<file path="src/hw/rtl/tmwf_pkg.sv">
// shared constants and types of the trimmed mean window filter
// no dependencies
`timescale 1ns / 1ps

package tmwf_pkg;

  localparam int DATA_W = 32;
  localparam int WINDOW = 5;

  // trim bounds on sorted ranks: keep ranks LO .. HI-1
  localparam int LO_RAW = (WINDOW * 15) / 100;
  localparam int LO     = (LO_RAW < 1) ? 1 : LO_RAW;
  localparam int HI_RAW = (WINDOW * 85) / 100 + 1;
  localparam int HI     = (HI_RAW < WINDOW - 1) ? HI_RAW : WINDOW - 1;
  localparam int CNT    = HI - LO;

  localparam int IDX_W  = $clog2(WINDOW);
  localparam int RANK_W = $clog2(WINDOW + 1);
  localparam int SUM_W  = DATA_W + $clog2(WINDOW);

  // divider retires DIV_BITS quotient bits per cycle
  localparam int DIV_BITS  = 8;
  localparam int DIV_STEPS = (SUM_W + DIV_BITS - 1) / DIV_BITS;
  localparam int DIV_W     = DIV_STEPS * DIV_BITS;
  localparam int STEP_W    = $clog2(DIV_STEPS + 1);
  localparam int REM_W     = $clog2(CNT) + 2;

  typedef logic signed [DATA_W-1:0] sample_t;

  typedef struct packed {
    logic load;
    logic rank_step;
    logic div_init;
    logic div_step;
    logic out_load;
  } cmd_t;

  typedef struct packed {
    logic rank_last;
    logic div_last;
  } sts_t;

endpackage

</file>
<file path="src/hw/rtl/tmwf_sample_if.sv">
// input channel interface carrying one raw sample per request
// depends on tmwf_pkg
`timescale 1ns / 1ps

interface tmwf_sample_if import tmwf_pkg::*; ();
  logic    valid;
  logic    ready;
  sample_t sample;

  modport source (output valid, output sample, input ready);
  modport sink   (input valid, input sample, output ready);
endinterface

</file>
<file path="src/hw/rtl/tmwf_smoothed_if.sv">
// result channel interface carrying one smoothed value per request
// depends on tmwf_pkg
`timescale 1ns / 1ps

interface tmwf_smoothed_if import tmwf_pkg::*; ();
  logic    valid;
  logic    ready;
  sample_t smoothed;

  modport source (output valid, output smoothed, input ready);
  modport sink   (input valid, input smoothed, output ready);
endinterface

</file>
<file path="src/hw/rtl/tmwf_ctrl.sv">
// controller state machine of the trimmed mean window filter
// depends on tmwf_pkg; drives tmwf_datapath through cmd_t / sts_t
`timescale 1ns / 1ps

module tmwf_ctrl import tmwf_pkg::*; (
  input  logic clk,
  input  logic rst_n,
  input  logic in_valid,
  output logic in_ready,
  input  logic out_ready,
  output logic out_valid,
  output cmd_t cmd,
  input  sts_t sts
);

  localparam logic [2:0] ST_IDLE  = 3'd0;
  localparam logic [2:0] ST_RANK  = 3'd1;
  localparam logic [2:0] ST_DINIT = 3'd2;
  localparam logic [2:0] ST_DIV   = 3'd3;
  localparam logic [2:0] ST_HOLD  = 3'd4;

  logic [2:0] state_r, state_nxt;
  logic       out_valid_r, out_valid_nxt;
  logic       can_load;

  assign can_load = !out_valid_r || out_ready;

  always_comb begin
    state_nxt = state_r;
    cmd       = '0;
    in_ready  = 1'b0;
    case (state_r)
      ST_IDLE: begin
        in_ready = 1'b1;
        if (in_valid) begin
          cmd.load  = 1'b1;
          state_nxt = ST_RANK;
        end
      end
      ST_RANK: begin
        cmd.rank_step = 1'b1;
        if (sts.rank_last) state_nxt = ST_DINIT;
      end
      ST_DINIT: begin
        cmd.div_init = 1'b1;
        state_nxt    = ST_DIV;
      end
      ST_DIV: begin
        cmd.div_step = 1'b1;
        if (sts.div_last) state_nxt = ST_HOLD;
      end
      ST_HOLD: begin
        // wait for room in the output register
        if (can_load) begin
          cmd.out_load = 1'b1;
          state_nxt    = ST_IDLE;
        end
      end
      default: state_nxt = ST_IDLE;
    endcase
  end

  always_comb begin
    out_valid_nxt = out_valid_r;
    if (cmd.out_load) out_valid_nxt = 1'b1;
    else if (out_ready) out_valid_nxt = 1'b0;
  end

  always_ff @(posedge clk) begin
    if (!rst_n) begin
      state_r     <= ST_IDLE;
      out_valid_r <= 1'b0;
    end else begin
      state_r     <= state_nxt;
      out_valid_r <= out_valid_nxt;
    end
  end

  assign out_valid = out_valid_r;

endmodule

</file>
<file path="src/hw/rtl/tmwf_datapath.sv">
// datapath: window store, rank counter, trimmed accumulator, constant divider
// depends on tmwf_pkg; commanded by tmwf_ctrl
`timescale 1ns / 1ps

module tmwf_datapath import tmwf_pkg::*; (
  input  logic    clk,
  input  logic    rst_n,
  input  cmd_t    cmd,
  output sts_t    sts,
  input  sample_t in_sample,
  output sample_t out_smoothed
);

  localparam logic [REM_W-1:0]  CNT_R  = REM_W'(CNT);
  localparam logic [RANK_W-1:0] LO_R   = RANK_W'(LO);
  localparam logic [RANK_W-1:0] HI_R   = RANK_W'(HI);
  localparam logic [IDX_W-1:0]  LAST_I = IDX_W'(WINDOW - 1);
  localparam logic [STEP_W-1:0] LAST_S = STEP_W'(DIV_STEPS - 1);

  sample_t                   store_r [WINDOW];
  logic [IDX_W-1:0]          slot_r, slot_nxt;
  logic [IDX_W-1:0]          idx_r;
  logic signed [SUM_W-1:0]   acc_r;
  logic [DIV_W-1:0]          q_r, q_v;
  logic [REM_W-1:0]          rem_r, rem_v;
  logic [STEP_W-1:0]         step_r;
  logic                      neg_r;
  sample_t                   res_r;
  sample_t                   cur;
  logic [RANK_W-1:0]         rank;
  logic                      in_rng;
  logic [SUM_W-1:0]          mag;

  // slot advances before the write
  assign slot_nxt = (slot_r == LAST_I) ? '0 : slot_r + IDX_W'(1);

  // stable rank of the current entry among the window
  always_comb begin
    cur  = store_r[idx_r];
    rank = '0;
    for (int j = 0; j < WINDOW; j++) begin
      if ((store_r[j] < cur) || ((store_r[j] == cur) && (IDX_W'(j) < idx_r)))
        rank = rank + RANK_W'(1);
    end
  end

  assign in_rng = (rank >= LO_R) && (rank < HI_R);

  assign mag = acc_r[SUM_W-1] ? SUM_W'(-acc_r) : SUM_W'(acc_r);

  // restoring division by the constant count, DIV_BITS bits per cycle
  always_comb begin
    rem_v = rem_r;
    q_v   = q_r;
    for (int k = 0; k < DIV_BITS; k++) begin
      rem_v = {rem_v[REM_W-2:0], q_v[DIV_W-1]};
      q_v   = {q_v[DIV_W-2:0], 1'b0};
      if (rem_v >= CNT_R) begin
        rem_v = rem_v - CNT_R;
        q_v[0] = 1'b1;
      end
    end
  end

  always_ff @(posedge clk) begin
    if (!rst_n) begin
      for (int i = 0; i < WINDOW; i++) store_r[i] <= '0;
      slot_r <= '0;
    end else if (cmd.load) begin
      store_r[slot_nxt] <= in_sample;
      slot_r            <= slot_nxt;
    end
  end

  always_ff @(posedge clk) begin
    if (!rst_n) begin
      idx_r  <= '0;
      step_r <= '0;
    end else begin
      if (cmd.load) idx_r <= '0;
      else if (cmd.rank_step && (idx_r != LAST_I)) idx_r <= idx_r + IDX_W'(1);
      if (cmd.div_init) step_r <= '0;
      else if (cmd.div_step) step_r <= step_r + STEP_W'(1);
    end
  end

  always_ff @(posedge clk) begin
    if (cmd.load) acc_r <= '0;
    else if (cmd.rank_step && in_rng) acc_r <= acc_r + SUM_W'(cur);
    if (cmd.div_init) begin
      q_r   <= DIV_W'(mag);
      rem_r <= '0;
      neg_r <= acc_r[SUM_W-1];
    end else if (cmd.div_step) begin
      q_r   <= q_v;
      rem_r <= rem_v;
    end
    if (cmd.out_load) res_r <= neg_r ? -q_r[DATA_W-1:0] : q_r[DATA_W-1:0];
  end

  assign sts.rank_last = (idx_r == LAST_I);
  assign sts.div_last  = (step_r == LAST_S);
  assign out_smoothed  = res_r;

endmodule

</file>
<file path="src/hw/rtl/trimmed_mean_window_filter.sv">
// sliding window trimmed mean filter; a new sample is taken only once the
// previous result has passed the one-entry-per-cycle rank scan and the
// 8-bit-per-cycle divider and entered the output register; synchronous
// active-low reset clears the window to zero, the write slot to zero and
// the output register to empty
`timescale 1ns / 1ps

module trimmed_mean_window_filter import tmwf_pkg::*; (
  input  logic            clk,
  input  logic            rst_n,
  tmwf_sample_if.sink     in_if,
  tmwf_smoothed_if.source out_if
);

  // command and status between controller and datapath
  cmd_t    cmd;
  sts_t    sts;
  logic    in_ready;
  logic    out_valid;
  sample_t smoothed;

  // controller: takes a request only when idle, walks the rank scan,
  // the divider and then hands the result to the output register
  tmwf_ctrl u_ctrl (
    .clk       (clk),
    .rst_n     (rst_n),
    .in_valid  (in_if.valid),
    .in_ready  (in_ready),
    .out_ready (out_if.ready),
    .out_valid (out_valid),
    .cmd       (cmd),
    .sts       (sts)
  );

  // datapath: window registers, rank counter, trimmed sum and divider;
  // the output register lets a new request in while a result still waits
  tmwf_datapath u_dp (
    .clk          (clk),
    .rst_n        (rst_n),
    .cmd          (cmd),
    .sts          (sts),
    .in_sample    (in_if.sample),
    .out_smoothed (smoothed)
  );

  // channel outputs
  assign in_if.ready     = in_ready;
  assign out_if.valid    = out_valid;
  assign out_if.smoothed = smoothed;

endmodule

</file>
<file path="src/flat_wrapper.sv">
// flat-port wrapper written by rule: the top's interface ports become plain ports
module trimmed_mean_window_filter_flat import tmwf_pkg::*;
  (clk, rst_n, in_if_valid, in_if_sample, in_if_ready, out_if_valid, out_if_smoothed, out_if_ready);
  tmwf_sample_if in_if_i ();
  tmwf_smoothed_if out_if_i ();
  input  logic clk;
  input  logic rst_n;
  input wire logic [$bits(in_if_i.valid)-1:0] in_if_valid;
  input wire logic [$bits(in_if_i.sample)-1:0] in_if_sample;
  output wire logic [$bits(in_if_i.ready)-1:0] in_if_ready;
  output wire logic [$bits(out_if_i.valid)-1:0] out_if_valid;
  output wire logic [$bits(out_if_i.smoothed)-1:0] out_if_smoothed;
  input wire logic [$bits(out_if_i.ready)-1:0] out_if_ready;
  assign in_if_i.valid = in_if_valid;
  assign in_if_i.sample = in_if_sample;
  assign in_if_ready = in_if_i.ready;
  assign out_if_valid = out_if_i.valid;
  assign out_if_smoothed = out_if_i.smoothed;
  assign out_if_i.ready = out_if_ready;
  trimmed_mean_window_filter u_core (.clk(clk), .rst_n(rst_n), .in_if(in_if_i), .out_if(out_if_i));
endmodule
</file>
<file path="config.mk">
export PLATFORM = sky130hd
export DESIGN_NAME = trimmed_mean_window_filter_flat
export DESIGN_NICKNAME = d
export VERILOG_FILES = /design/src/hw/rtl/tmwf_pkg.sv /design/src/hw/rtl/tmwf_sample_if.sv /design/src/hw/rtl/tmwf_smoothed_if.sv /design/src/hw/rtl/tmwf_ctrl.sv /design/src/hw/rtl/tmwf_datapath.sv /design/src/hw/rtl/trimmed_mean_window_filter.sv /design/src/flat_wrapper.sv
export SDC_FILE = /design/constraint.sdc
export NUM_CORES = 1
export LEC_CHECK = 0
export BUFFER_PORTS_ARGS = -buffer_cell sky130_fd_sc_hd__buf_4
export CORE_ASPECT_RATIO = 0.7
export CORE_MARGIN = 10
export CORE_UTILIZATION = 38
export CTS_BUF_LIST = sky130_fd_sc_hd__clkbuf_16
export CTS_CLUSTER_DIAMETER = 120
export DETAILED_ROUTE_END_ITERATION = 10
export PLACE_DENSITY = 0.56
export SLEW_MARGIN = 10
export SYNTH_ARGS = -nofsm -noshare
export SYNTH_HDL_FRONTEND = slang
export SYNTH_SLANG_ARGS = --single-unit
</file>
<file path="constraint.sdc">
create_clock -name clk -period 8.5 [get_ports clk]
set_input_delay 1.275 -clock clk [delete_from_list [all_inputs] [get_ports clk]]
set_output_delay 1.275 -clock clk [all_outputs]
set_load 0.005 [all_outputs]
</file>
Yosys cells after proc, flatten, opt, wreduce, memory -nomap -nowiden
Memories as Yosys holds them, arrays and structs flattened. A register that Yosys moved wholly into a read port is not among the register bits.
Cells that the tools add are included.

storage, ports and cells
  memories = 1
  RAM bits = 160
  register bits = 124
  output and inout port bits = 34

cells by class
  bitwise logic cells = 1
  magnitude comparators = 20
  add/sub/neg operators = 18
  muxes and demuxes = 50
  reduce and logical (&&, ||, !) cells = 22
  equality and inequality tests = 17

memories
  name                 words  width  rd ports  clocked after memory_dff  write ports  line                 source
  u_core.u_dp.store_r  5      32     6         1                         5            tmwf_datapath.sv:20  sample_t store_r [WINDOW];

operators by type and width
  cell                   count
  $eq A32 B32 Y1         5
  $lt A32 B32 Y1         5
  $mux W35               3
  $mux W32               2
  $mux W3                20
  $add A35 B32 Y35       1
  $neg A35 Y35           1
  $ge A4 B2 Y1 const B   8
  $neg A32 Y32           1
  $reduce_or A32 Y1      1
  $mux W1                24
  $sub A3 B2 Y3 const B  8
  $add A3 B1 Y3 const B  7
  $pmux W3 S5            1
  $eq A3 B3 Y1 const B   4
  $logic_and A1 B1 Y1    8
  $eq A3 B2 Y1 const B   2
  $logic_or A1 B1 Y1     6
  $lt A1 B3 Y1 const A   2
  $lt A2 B3 Y1 const A   2
  $ne A2 B1 Y1 const B   2
  $ne A2 B2 Y1 const B   2
  $reduce_and A4 Y1      1
  $reduce_bool A2 Y1     2
  9 further kinds        10

Logic depth before layout (Yosys ltp)
Gate-level depths: netlist of run 1.

  word-level depth = 18
  depth in mapped cells = 34
  mapped depth without buffers = 34

Hierarchy
A second synthesis of run 1 with hierarchy kept.

second synthesis, totals
  cells, all modules = 1,913
  area total of the unflattened synthesis = 22,839.4 sq um

modules (own cells, without submodules)
  module         area each (sq um)  cells an instance  instances  seq. area each (sq um)
  tmwf_datapath  22,581.7           1,885              1          10,830.4
  tmwf_ctrl      257.7              28                 1          80.1

Worst setup path after synthesis of run 1
Ideal clock, no wire load.

  path kind = register to register
  start = reg u_core.u_dp.q_r[39]
  end = reg u_core.u_dp.rem_r[1]
  arrival time = 7.379 ns
  required time = 8.373 ns
  clock period less this slack = 7.507 ns
  buffers on the path = 0
  library setup time = 0.127 ns
  cell stages (with the launch flop) = 33
  path slack = 0.993 ns
  cell sequence = dfxtp_1 -> ha_1 -> nor3_4 -> xnor2_1 -> ha_1 -> nor2_1 -> a22oi_2 -> xor2_1 -> ha_1 -> or4_1 -> and2_1 -> ha_1 -> or3_2 -> mux2i_1 -> nor2_1 -> xor2_1 -> ha_1 -> nand4b_1 -> xor2_1 -> ha_1 -> or2_2 -> o311ai_4 -> xnor2_1 -> ha_1 -> a21oi_1 -> o311ai_0 -> nor2b_4 -> xnor2_1 -> ha_1 -> nor2_1 -> a221oi_2 -> mux2i_1 -> o21ai_1

on the way
  word-level cells in the longest chain between the ends = 16
  elaborated cells on any way between the ends = 24
  classes of those cells = add/sub: 8; order compare: 8; mux: 8

ends and longest elaborated chain
  element                                        line                                      source
  from (decl)                                    tmwf_datapath.sv:24                       logic [DIV_W-1:0] q_r, q_v;
  from (signal assigned)                         tmwf_datapath.sv:91                       q_r <= DIV_W'(mag);
  from (signal assigned)                         tmwf_datapath.sv:95                       q_r <= q_v;
  $ge A4 B2 Y1 or $sub A3 B2 Y3 (tied branches)  tmwf_datapath.sv:58, tmwf_datapath.sv:59
  $mux W3 (*)                                    tmwf_datapath.sv:58                       if (rem_v >= CNT_R) begin
  $ge A4 B2 Y1 or $sub A3 B2 Y3 (tied branches)  tmwf_datapath.sv:58, tmwf_datapath.sv:59
  $mux W3 (*)                                    tmwf_datapath.sv:58
  $ge A4 B2 Y1 or $sub A3 B2 Y3 (tied branches)  tmwf_datapath.sv:58, tmwf_datapath.sv:59
  $mux W3 (*)                                    tmwf_datapath.sv:58
  $ge A4 B2 Y1 or $sub A3 B2 Y3 (tied branches)  tmwf_datapath.sv:58, tmwf_datapath.sv:59
  $mux W3 (*)                                    tmwf_datapath.sv:58
  $ge A4 B2 Y1 or $sub A3 B2 Y3 (tied branches)  tmwf_datapath.sv:58, tmwf_datapath.sv:59
  $mux W3 (*)                                    tmwf_datapath.sv:58
  $ge A4 B2 Y1 or $sub A3 B2 Y3 (tied branches)  tmwf_datapath.sv:58, tmwf_datapath.sv:59
  $mux W3 (*)                                    tmwf_datapath.sv:58
  $ge A4 B2 Y1 or $sub A3 B2 Y3 (tied branches)  tmwf_datapath.sv:58, tmwf_datapath.sv:59
  $mux W3 (*)                                    tmwf_datapath.sv:58
  $ge A4 B2 Y1 or $sub A3 B2 Y3 (tied branches)  tmwf_datapath.sv:58, tmwf_datapath.sv:59
  $mux W3 (*)                                    tmwf_datapath.sv:58
  to (signal assigned)                           tmwf_datapath.sv:96                       rem_r <= rem_v;
  to (decl)                                      tmwf_datapath.sv:25                       logic [REM_W-1:0] rem_r, rem_v;

Every way passes the cells marked *; elsewhere a longest branch is shown, timed or not.
A chain may end at the register's enable or synchronous reset.

Worst setup path after layout of run 1
Same ends and word-level chain as after synthesis.

==> results.txt, run 1 <==
Clock Pin Slew Worst Setup and Hold Paths -> 0.06 ns
reg2reg end -> u_core.u_dp.rem_r[1]
clk_lat worst skew -> 0.59 ns
net switching power -> 3041 uW
Max Slew Vio Count -> 0
Initial Util -> 38.26%
Hold Path Depth -> 1
Leakage -> 0.01026 uW
chip width -> 313.0 um
RR Startpoint -> u_core.u_dp.q_r[39]
Top FF cell, synth -> edfxtp_1
Core ar. -> 59680 um^2
Synth Instances -> 1923
Via density -> 5.589
highest achievable clock rate -> 125.9 MHz
gr usage total -> 17.89%
Slowest cell on crit path -> or4_1
Hold Slack -> 0.4372 ns
Synth warnings -> 0
Max Root-Sink Buffers -> 3
layout cell share with drive strength beyond 1 -> 13.99%
status -> complete, no violations
clk sink count -> 383
R2R cell count -> 33
Max VDD drop -> 0.3016 mV
most frequent CP cell -> ha_1
worst path arrival time -> 8.39 ns
final design utilization -> 43.39%
#FFs+latches synth -> 383
final period utilization -> 93.46%
area grow syn2layout -> 13.42%
Final Skew -> 0.03187 ns
Die Y -> 225.1 um
internal power -> 4951 uW
CP Capture Type -> flop
Slew headroom -> 26.54%
largest net degree at the start of global routing -> 63
Final HPWL DP -> 44690 um
global route overflow -> 0
Hold Crit Class -> flop to flop
final wirelength -> 63780 um
CTS Hold Bufs -> 0
Post-synth EDFFs -> 324
Req. time, crit path -> 8.95 ns
worst-margin pin slew -> 1.099 ns
drt wl/cell -> 22.36 um
I/O pin total -> 70
First-pass DRT Iterations -> 5
crit path kind -> flop to flop
Routed Antenna Nets -> 0
Mapped Area -> 22830 um^2
critical path startpoint category -> flop
CTS Buf Count -> 42
count of nets after finishing -> 2265
initial antenna violation count -> 3
CTS tree -> done
ANT cells -> 0
end of the worst hold path -> u_core.u_dp.acc_r[34]
syn nets -> 2174
R2R Setup Slk -> 0.56 ns
Clock Power Share -> 22.9%
via count -> 15944
H-tree Lvls -> 2
DRT iter0 DRCs -> 1443
Pwr per Cell Area -> 308.6 nW/um^2
Setup violations, final -> 0
Max-Cap Viols -> 0
register area share after synthesis -> 47.79%
Worst Hold Launch -> u_core.u_dp.acc_r[34]
Sum Neg Setup Slack -> 0 ns
ys async rst share -> 0%
vias in the first global route -> 15531
root buffer cell -> clkbuf_16
port bufs -> 69
global-route wire length before repair -> 97380 um
drt drc -> 0
Comb pwr share -> 45.1%
synth unique cells -> 82
Post-DP Area -> 24490 um^2
Min Clock Period, post-route -> 7.944 ns
sequential share of power -> 32.0%
row cnt -> 75
Fill cells -> 5627
switching share of power -> 38.05%
crit-path max cell delay -> 0.59 ns
CP Max Fanout -> 8
Mean Syn Cell Area -> 11.87 um^2
GPL Wtd Cong -> 0.8973
Die Footprint -> 70440 um^2
final instance area -> 25890 um^2
final hold violation count -> 0
## power by group through the flow
stage	clock network, uW	registers, uW	logic, uW
4_1_cts	1870	2560	3470
3_5_place_dp	0	2590	3440
6_report	1830	2560	3600
5_1_grt	1950	2590	4030
2_1_floorplan	0	2480	2760
3_3_place_gp	0	2590	3410
## repair_timing
| action | 4_1_cts | 5_1_grt |
|---|---|---|
| setup endpoints to repair | 0 | 3 |
| gates resized for setup | 0 | 5 |
| setup buffers | 0 | 4 |
## worst max-delay path, delay by kind of cell (launching register included)
| kind | cells | cell delay [ns] |
|---|---|---|
| xor gates and xnor gates | 6 | 1.08 |
| AOI/OAI and AO/OA | 6 | 1.15 |
| and+or+nand+nor | 10 | 2.49 |
| buffers and inverters | 1 | 0.16 |
| adders and majority gates | 8 | 2.20 |
| DFF | 1 | 0.34 |
| muxes | 2 | 0.40 |
## state kept, by name, indices dropped and copies added (netlist names), named ones only
| name | count |
|---|---|
| u_core.u_dp.neg_r | 1 |
| u_core.u_dp.q_r | 40 |
| u_core.u_dp.slot_r | 3 |
| u_core.u_dp.rem_r | 3 |
| u_core.u_ctrl.state_r | 3 |
| u_core.u_dp.acc_r | 35 |
| u_core.u_dp.step_r | 3 |
| u_core.u_dp.out_smoothed | 32 |
| u_core.u_dp.idx_r | 3 |
| u_core.u_dp.store_r | 256 |
| u_core.u_ctrl.out_valid | 1 |
## through the flow
stage	cells	setup WS (ns)	total power, uW
6_report	2853	0.5562	7992
5_1_grt	2853	-0.009296	8564
4_1_cts	2849	0.1242	7902
3_5_place_dp	2774	0.1549	6037
3_3_place_gp	2774	0.4162	6000
2_1_floorplan	1923	0.9935	5238
## worst max path at each step
stage / endpoint / from / depth (start not counted) / slack (ns)
after detailed placement: u_core.u_dp.rem_r[1] / u_core.u_dp.q_r[39] / 32 / 0.15
after global placement: u_core.u_dp.rem_r[1] / u_core.u_dp.q_r[39] / 32 / 0.42
after floorplan: u_core.u_dp.rem_r[1] / u_core.u_dp.q_r[39] / 32 / 0.99
after global routing: u_core.u_dp.rem_r[1] / u_core.u_dp.q_r[39] / 33 / -0.009
final: u_core.u_dp.rem_r[1] / u_core.u_dp.q_r[39] / 33 / 0.56
after CTS: u_core.u_dp.rem_r[1] / u_core.u_dp.q_r[39] / 32 / 0.12
## cell usage in the layout (no fill, tap or decap), types with 69 or more instances in the layout
master / count
o21ai_0: 85
and2_1: 167
a21oi_1: 82
mux2i_1: 69
buf_4: 109
inv_1: 74
nand2_1: 109
nor2_1: 93
ha_1: 212
edfxtp_1: 324
## routing by layer
metal | wire [um] | up-vias | share of wire (%) | global-route usage, %
met1 | 31940 | 7962 | 50 | 27.42
met4 | 796 | 2 | 1.2 | 3.374
li1 | - | 7453 | - | -
met2 | 26400 | 471 | 41 | 25.51
met5 | 13 | - | 0.020 | 0
met3 | 4627 | 56 | 7.3 | 3.775
## cell type report
cell class | count | area, um^2 | share of cell area, %
Clock buffer | 43 | 1076 | 4.155
Clock inverter | 32 | 279.0 | 1.078
Inverter | 69 | 259.0 | 1.000
Multi-Input combinational cell | 1409 | 11530 | 44.54
Sequential cell | 383 | 10920 | 42.16
Tap cell | 808 | 1011 | 3.904
Timing Repair Buffer | 109 | 818.3 | 3.160
## cell usage after synthesis, types with 8 or more instances
cell | number | area (um^2)
dfxtp_1 | 59 | 1181
mux4_2 | 64 | 1441
o31ai_1 | 21 | 157.7
a211oi_1 | 11 | 82.58
o21ai_0 | 87 | 435.4
clkbuf_1 | 49 | 183.9
mux2i_1 | 70 | 700.7
nor2_1 | 97 | 364.1
buf_1 | 9 | 33.78
nand4_1 | 31 | 193.9
edfxtp_1 | 324 | 9729
and2_1 | 166 | 1039
nand2_1 | 109 | 409.1
ha_1 | 214 | 2678
xnor2_1 | 63 | 551.8
nor2b_1 | 16 | 100.1
xor2_1 | 42 | 367.9
nor3_1 | 30 | 150.1
or3_1 | 16 | 100.1
a21boi_0 | 10 | 75.07
inv_1 | 67 | 251.5
a21oi_1 | 82 | 410.4
nand2b_1 | 28 | 175.2
or4_1 | 11 | 82.58
nand3_1 | 26 | 130.1
a21o_1 | 68 | 510.5
o21a_1 | 15 | 112.6
or2_2 | 8 | 50.05
nor4_1 | 13 | 81.33
## cells by family after synthesis
| group | Yosys count | synth area share [%] |
|---|---|---|
| xor+xnor | 105 | 4.028 |
| flops | 383 | 47.79 |
| simple gates | 581 | 13.67 |
| buf+inv | 131 | 2.203 |
| compound gates | 368 | 10.82 |
| mux | 140 | 9.678 |
| fa+ha+maj | 215 | 11.82 |
(Power assumes the default switching activity.)
==> inputs of run 2 (changes only) <==
--- a/config.mk
+++ b/config.mk
@@ -8,11 +8,11 @@
 export BUFFER_PORTS_ARGS = -buffer_cell sky130_fd_sc_hd__buf_4
 export CORE_ASPECT_RATIO = 0.7
 export CORE_MARGIN = 10
-export CORE_UTILIZATION = 38
+export CORE_UTILIZATION = 28
 export CTS_BUF_LIST = sky130_fd_sc_hd__clkbuf_16
 export CTS_CLUSTER_DIAMETER = 120
 export DETAILED_ROUTE_END_ITERATION = 10
-export PLACE_DENSITY = 0.56
+export PLACE_DENSITY = 0.45
 export SLEW_MARGIN = 10
 export SYNTH_ARGS = -nofsm -noshare
 export SYNTH_HDL_FRONTEND = slang
==> run 2 against run 1 <==
- register-to-register slack lost 0.06 ns
- count of clock-buffer cells in the layout increased by 3
- cell count up 9.7%
- largest cell class unchanged
==> results.txt, run 2 (synthesis gave the netlist of run 1 again) <==
status -> complete, no violations
Comb pwr share -> 45.6%
Die Footprint -> 93550 um^2
Req. time, crit path -> 8.98 ns
global route overflow -> 0
sequential share of power -> 31.1%
count of nets after finishing -> 2277
Min Clock Period, post-route -> 8.003 ns
Initial Util -> 28.31%
internal power -> 5058 uW
DRT iter0 DRCs -> 1211
CTS tree -> done
Final Skew -> 0.02945 ns
drt wl/cell -> 21.77 um
clk sink count -> 383
net switching power -> 3163 uW
R2R cell count -> 33
Core ar. -> 80660 um^2
Pwr per Cell Area -> 311.8 nW/um^2
final period utilization -> 94.16%
highest achievable clock rate -> 124.9 MHz
most frequent CP cell -> ha_1
CP Max Fanout -> 8
crit-path max cell delay -> 0.60 ns
Slew headroom -> 30.30%
crit path kind -> flop to flop
Slowest cell on crit path -> or4_1
Setup violations, final -> 0
number of flip-flops in the largest register -> 256
Clock Power Share -> 23.3%
Max-Cap Viols -> 0
Max Root-Sink Buffers -> 3
clk_lat worst skew -> 0.61 ns
Max VDD drop -> 0.4670 mV
biggest regs -> u_core.u_dp.store_r x256, u_core.u_dp.q_r x40, u_core.u_dp.acc_r x35
worst path arrival time -> 8.49 ns
final hold violation count -> 0
global-route wire length before repair -> 101800 um
I/O pin total -> 70
layout cell share with drive strength beyond 1 -> 14.65%
RR Startpoint -> u_core.u_dp.q_r[39]
final wirelength -> 68150 um
Worst Hold Launch -> u_core.u_dp.q_r[37]
CP Capture Type -> flop
worst-margin pin slew -> 1.037 ns
GPL Wtd Cong -> 0.8619
Leakage -> 0.01035 uW
Sum Neg Setup Slack -> 0 ns
root buffer cell -> clkbuf_16
post-placement cell count -> 3042
reg2reg end -> u_core.u_dp.rem_r[1]
drt drc -> 0
Hold Crit Class -> flop to flop
chip width -> 361.3 um
initial antenna violation count -> 3
Fill cells -> 8023
Clock Pin Slew Worst Setup and Hold Paths -> 0.07 ns
largest net degree at the start of global routing -> 63
gr usage total -> 14.20%
critical path startpoint category -> flop
Finished Layout Cells -> 3131
commonest non-fill, non-tap cell in the layout -> edfxtp_1
row cnt -> 87
Via density -> 5.020
First-pass DRT Iterations -> 5
vias in the first global route -> 15482
Final HPWL DP -> 47850 um
H-tree Lvls -> 2
end of the worst hold path -> u_core.u_dp.q_r[37]
switching share of power -> 38.47%
Max Slew Vio Count -> 0
port bufs -> 69
via count -> 15718
R2R Setup Slk -> 0.50 ns
CTS Hold Bufs -> 0
area grow syn2layout -> 15.48%
Routed Antenna Nets -> 0
Hold Path Depth -> 2
most frequent cells in the layout -> edfxtp_1, ha_1, and2_1
CTS Buf Count -> 45
Die Y -> 258.9 um
largest register by flop count -> u_core.u_dp.store_r
-- run 2: cell count changes in the layout (fill, tap and decap cells not counted), sizes merged --
cell,change
clkbuf,+3
clkinv,-3
inv,+4
bufinv,-1
clkinvlp,+5
diode,+1
buf,+9
-- run 2: area by class of cell --
cell class                      instances  area (um^2)  area share [%]
Antenna cell                            1        2.502        0.009491
Clock buffer                           46         1151           4.366
Clock inverter                         37        289.0           1.096
Inverter                               69        259.0          0.9823
Multi-Input combinational cell       1409        11520           43.71
Sequential cell                       383        10920           41.41
Tap cell                             1068         1336           5.068
Timing Repair Buffer                  118        885.9           3.360
-- run 2: metal layers --
layer  GRT usage (%)  share of wire [%]  vias to the layer above
met5               0              0.019                        -
met4           2.923                1.4                        2
met3           3.024                5.8                       62
li1                -                  -                     7480
met2           19.74                 40                      360
met1           22.03                 53                     7814
-- run 2: critical path, delay by kind of cell (launching register included) --
family / cells / cell delay (ns)
adders and majority gates: 8 / 2.17
buffers and inverters: 1 / 0.16
and+or+nand+nor: 10 / 2.53
AOI/OAI and AO/OA: 6 / 1.19
muxes: 2 / 0.48
DFF: 1 / 0.35
xor gates and xnor gates: 6 / 1.03
-- run 2: through the flow --
| step | setup WS (ns) | util [%] | cell area (um^2) | hold slack [ns] | total power, uW |
|---|---|---|---|---|---|
| floorplan | 0.9935 | - | 22830 | 0.4064 | 5238 |
| global route | -0.02312 | 32.69 | 26370 | 0.5133 | 8799 |
| CTS | 0.1644 | 32.62 | 26310 | 0.4861 | 8049 |
| detailed placement | 0.2173 | 30.84 | 24870 | 0.4758 | 6075 |
| global placement | 0.4939 | 30.84 | 24870 | 0.4680 | 6035 |
| finish | 0.4966 | 32.69 | 26370 | 0.4880 | 8221 |
-- run 2: power groups by stage --
stage | registers [uW] | logic (uW) | clock network [uW]
2_1_floorplan | 2480 | 2760 | 0
3_3_place_gp | 2590 | 3440 | 0
3_5_place_dp | 2590 | 3480 | 0
4_1_cts | 2560 | 3520 | 1970
5_1_grt | 2590 | 4170 | 2050
6_report | 2560 | 3750 | 1920
-- run 2: timing repair --
item | in CTS | in global routing
setup endpoints to repair | 0 | 3
setup buffers | 0 | 5
resized for setup | 0 | 4
-- run 2: worst max-delay path by stage --
stage	start	endpoint	depth (start not counted)
finish	u_core.u_dp.q_r[39]	u_core.u_dp.rem_r[1]	33
global route	u_core.u_dp.q_r[39]	u_core.u_dp.rem_r[1]	33
CTS	u_core.u_dp.q_r[39]	u_core.u_dp.rem_r[1]	32
detailed placement	u_core.u_dp.q_r[39]	u_core.u_dp.rem_r[1]	32
global placement	u_core.u_dp.q_r[39]	u_core.u_dp.rem_r[1]	32
floorplan	u_core.u_dp.q_r[39]	u_core.u_dp.rem_r[1]	32
==> inputs of run 3 (changes only) <==
--- a/config.mk
+++ b/config.mk
@@ -12,7 +12,7 @@
 export CTS_BUF_LIST = sky130_fd_sc_hd__clkbuf_16
 export CTS_CLUSTER_DIAMETER = 120
 export DETAILED_ROUTE_END_ITERATION = 10
-export PLACE_DENSITY = 0.45
+export PLACE_DENSITY_LB_ADDON = 0.25
 export SLEW_MARGIN = 10
 export SYNTH_ARGS = -nofsm -noshare
 export SYNTH_HDL_FRONTEND = slang
==> run 3 against run 2 <==
- count of clock-buffer cells in the layout unchanged
- sequential cell count is the same
- die area did not move
- via count is 0.61% higher
- final area barely moved
- worst setup slack worse by 0.023 ns
- global-route usage shrank 0.34 points
- sequential power barely moved
- total power rose by 1.1%
- critical endpoint unchanged
- largest cell class unchanged
- largest power group unchanged
==> results.txt, run 3 (synthesis gave the netlist of run 1 again) <==
largest delay contributor family on the critical path -> simple AND/OR/NAND/NOR gates
crit-path max cell delay -> 0.59 ns
Final Skew -> 0.03017 ns
vias in the first global route -> 15606
CP Capture Type -> flop
Core ar. -> 80660 um^2
Final HPWL DP -> 46770 um
Initial Util -> 28.31%
worst-margin pin slew -> 1.099 ns
Final Power -> 8314 uW
layout cell share with drive strength beyond 1 -> 14.57%
I/O pin total -> 70
GPL Wtd Cong -> 0.8820
Via density -> 5.054
H-tree Lvls -> 2
Setup violations, final -> 0
count of nets after finishing -> 2276
Max VDD drop -> 0.4600 mV
fin worst setup slack -> 0.4739 ns
Die Footprint -> 93550 um^2
largest net degree at the start of global routing -> 63
drt wl/cell -> 21.27 um
Pwr per Cell Area -> 315.2 nW/um^2
Sum Neg Setup Slack -> 0 ns
dpl ws -> 0.1096 ns
Post-DP Area -> 24840 um^2
CTS tree -> done
port bufs -> 69
gr usage total -> 13.86%
clk_lat worst skew -> 0.59 ns
final instance area -> 26380 um^2
Slowest cell on crit path -> or4_1
worst path arrival time -> 8.50 ns
most frequent cells in the layout -> edfxtp_1, ha_1, and2_1
most frequent CP cell -> ha_1
root buffer cell -> clkbuf_16
final period utilization -> 94.42%
Req. time, crit path -> 8.98 ns
Routed Antenna Nets -> 0
CTS Buf Count -> 44
critical path startpoint category -> flop
Min Clock Period, post-route -> 8.026 ns
Leakage -> 0.01036 uW
Clock Pin Slew Worst Setup and Hold Paths -> 0.07 ns
CP Max Fanout -> 8
biggest regs -> u_core.u_dp.store_r x256, u_core.u_dp.q_r x40, u_core.u_dp.acc_r x35
largest register by flop count -> u_core.u_dp.store_r
drt drc -> 0
Max-Cap Viols -> 0
crit path kind -> flop to flop
Slew headroom -> 26.74%
global-route wire length before repair -> 99900 um
First-pass DRT Iterations -> 5
DRT iter0 DRCs -> 1363
via count -> 15814
clk sink count -> 383
chip width -> 361.3 um
area grow syn2layout -> 15.55%
status -> complete, no violations
Max Slew Vio Count -> 0
Hold Slack -> 0.4551 ns
CP Buf/Inv Count -> 1
Hold Crit Class -> flop to flop
final hold violation count -> 0
highest achievable clock rate -> 124.6 MHz
row cnt -> 87
Max Root-Sink Buffers -> 3
Die Y -> 258.9 um
commonest non-fill, non-tap cell in the layout -> edfxtp_1
global route overflow -> 0
CTS Hold Bufs -> 0
initial antenna violation count -> 4
number of flip-flops in the largest register -> 256
final wirelength -> 66570 um
run 3: cell types whose count changed in the layout (fill, tap and decap cells not counted), moves of 2 or more:
cell and delta:
nor2_2 -2, clkinvlp_4 -5, clkinv_2 -2, ha_2 +2, inv_1 -2, clkinv_1 +3, inv_6 +3, ha_1 -2
nor2_4 +2
run 3: cell type report:
class | instances | area (um^2)
Fill cell | 8028 | 54280
Multi-Input combinational cell | 1409 | 11550
Sequential cell | 383 | 10920
Tap cell | 1068 | 1336
Clock buffer | 46 | 1151
Timing Repair Buffer | 118 | 885.9
Clock inverter | 34 | 280.3
Inverter | 69 | 259.0
Antenna cell | 2 | 5.005
run 3: routing by layer:
layer / vias up / part of all wire (%) / GRT usage [%]
met5: - / 0.014 / 0
met4: 2 / 1.4 / 2.593
met3: 73 / 7.1 / 3.072
met2: 428 / 41 / 19.71
met1: 7830 / 51 / 21.17
li1: 7481 / - / -
run 3: through the flow:
step	std cells	utilization [%]
after global placement	3037	30.80
final	3129	32.71
after global routing	3127	32.70
after detailed placement	3037	30.80
after floorplan	1923	-
after CTS	3117	32.58
run 3: repair_timing:
| action | CTS | global route |
|---|---|---|
| setup buffers | 0 | 10 |
| cloned | 0 | 0 |
| endpoints found under the setup margin | 1 | 4 |
| gates resized for setup | 1 | 6 |
| pin swaps | 0 | 3 |
| hold endpoints to repair | 0 | 0 |
run 3: final timing paths:
path	cells after the start	start	endpoint	slack [ns]
setup / recovery	33	u_core.u_dp.q_r[39]	u_core.u_dp.rem_r[1]	0.47
hold / removal	1	u_core.u_dp.acc_r[34]	u_core.u_dp.acc_r[34]	0.46
setup reg to reg	33	u_core.u_dp.q_r[39]	u_core.u_dp.rem_r[1]	0.47
hold reg to reg	1	u_core.u_dp.acc_r[34]	u_core.u_dp.acc_r[34]	0.46
run 3: power breakdown:
group / total [uW] / leakage [uW] / internal (uW) / switching [uW]
Clock: 1920 / 0.000739 / 1100 / 817
Combinational: 3830 / 0.00599 / 1750 / 2080
Sequential: 2560 / 0.00362 / 2300 / 266
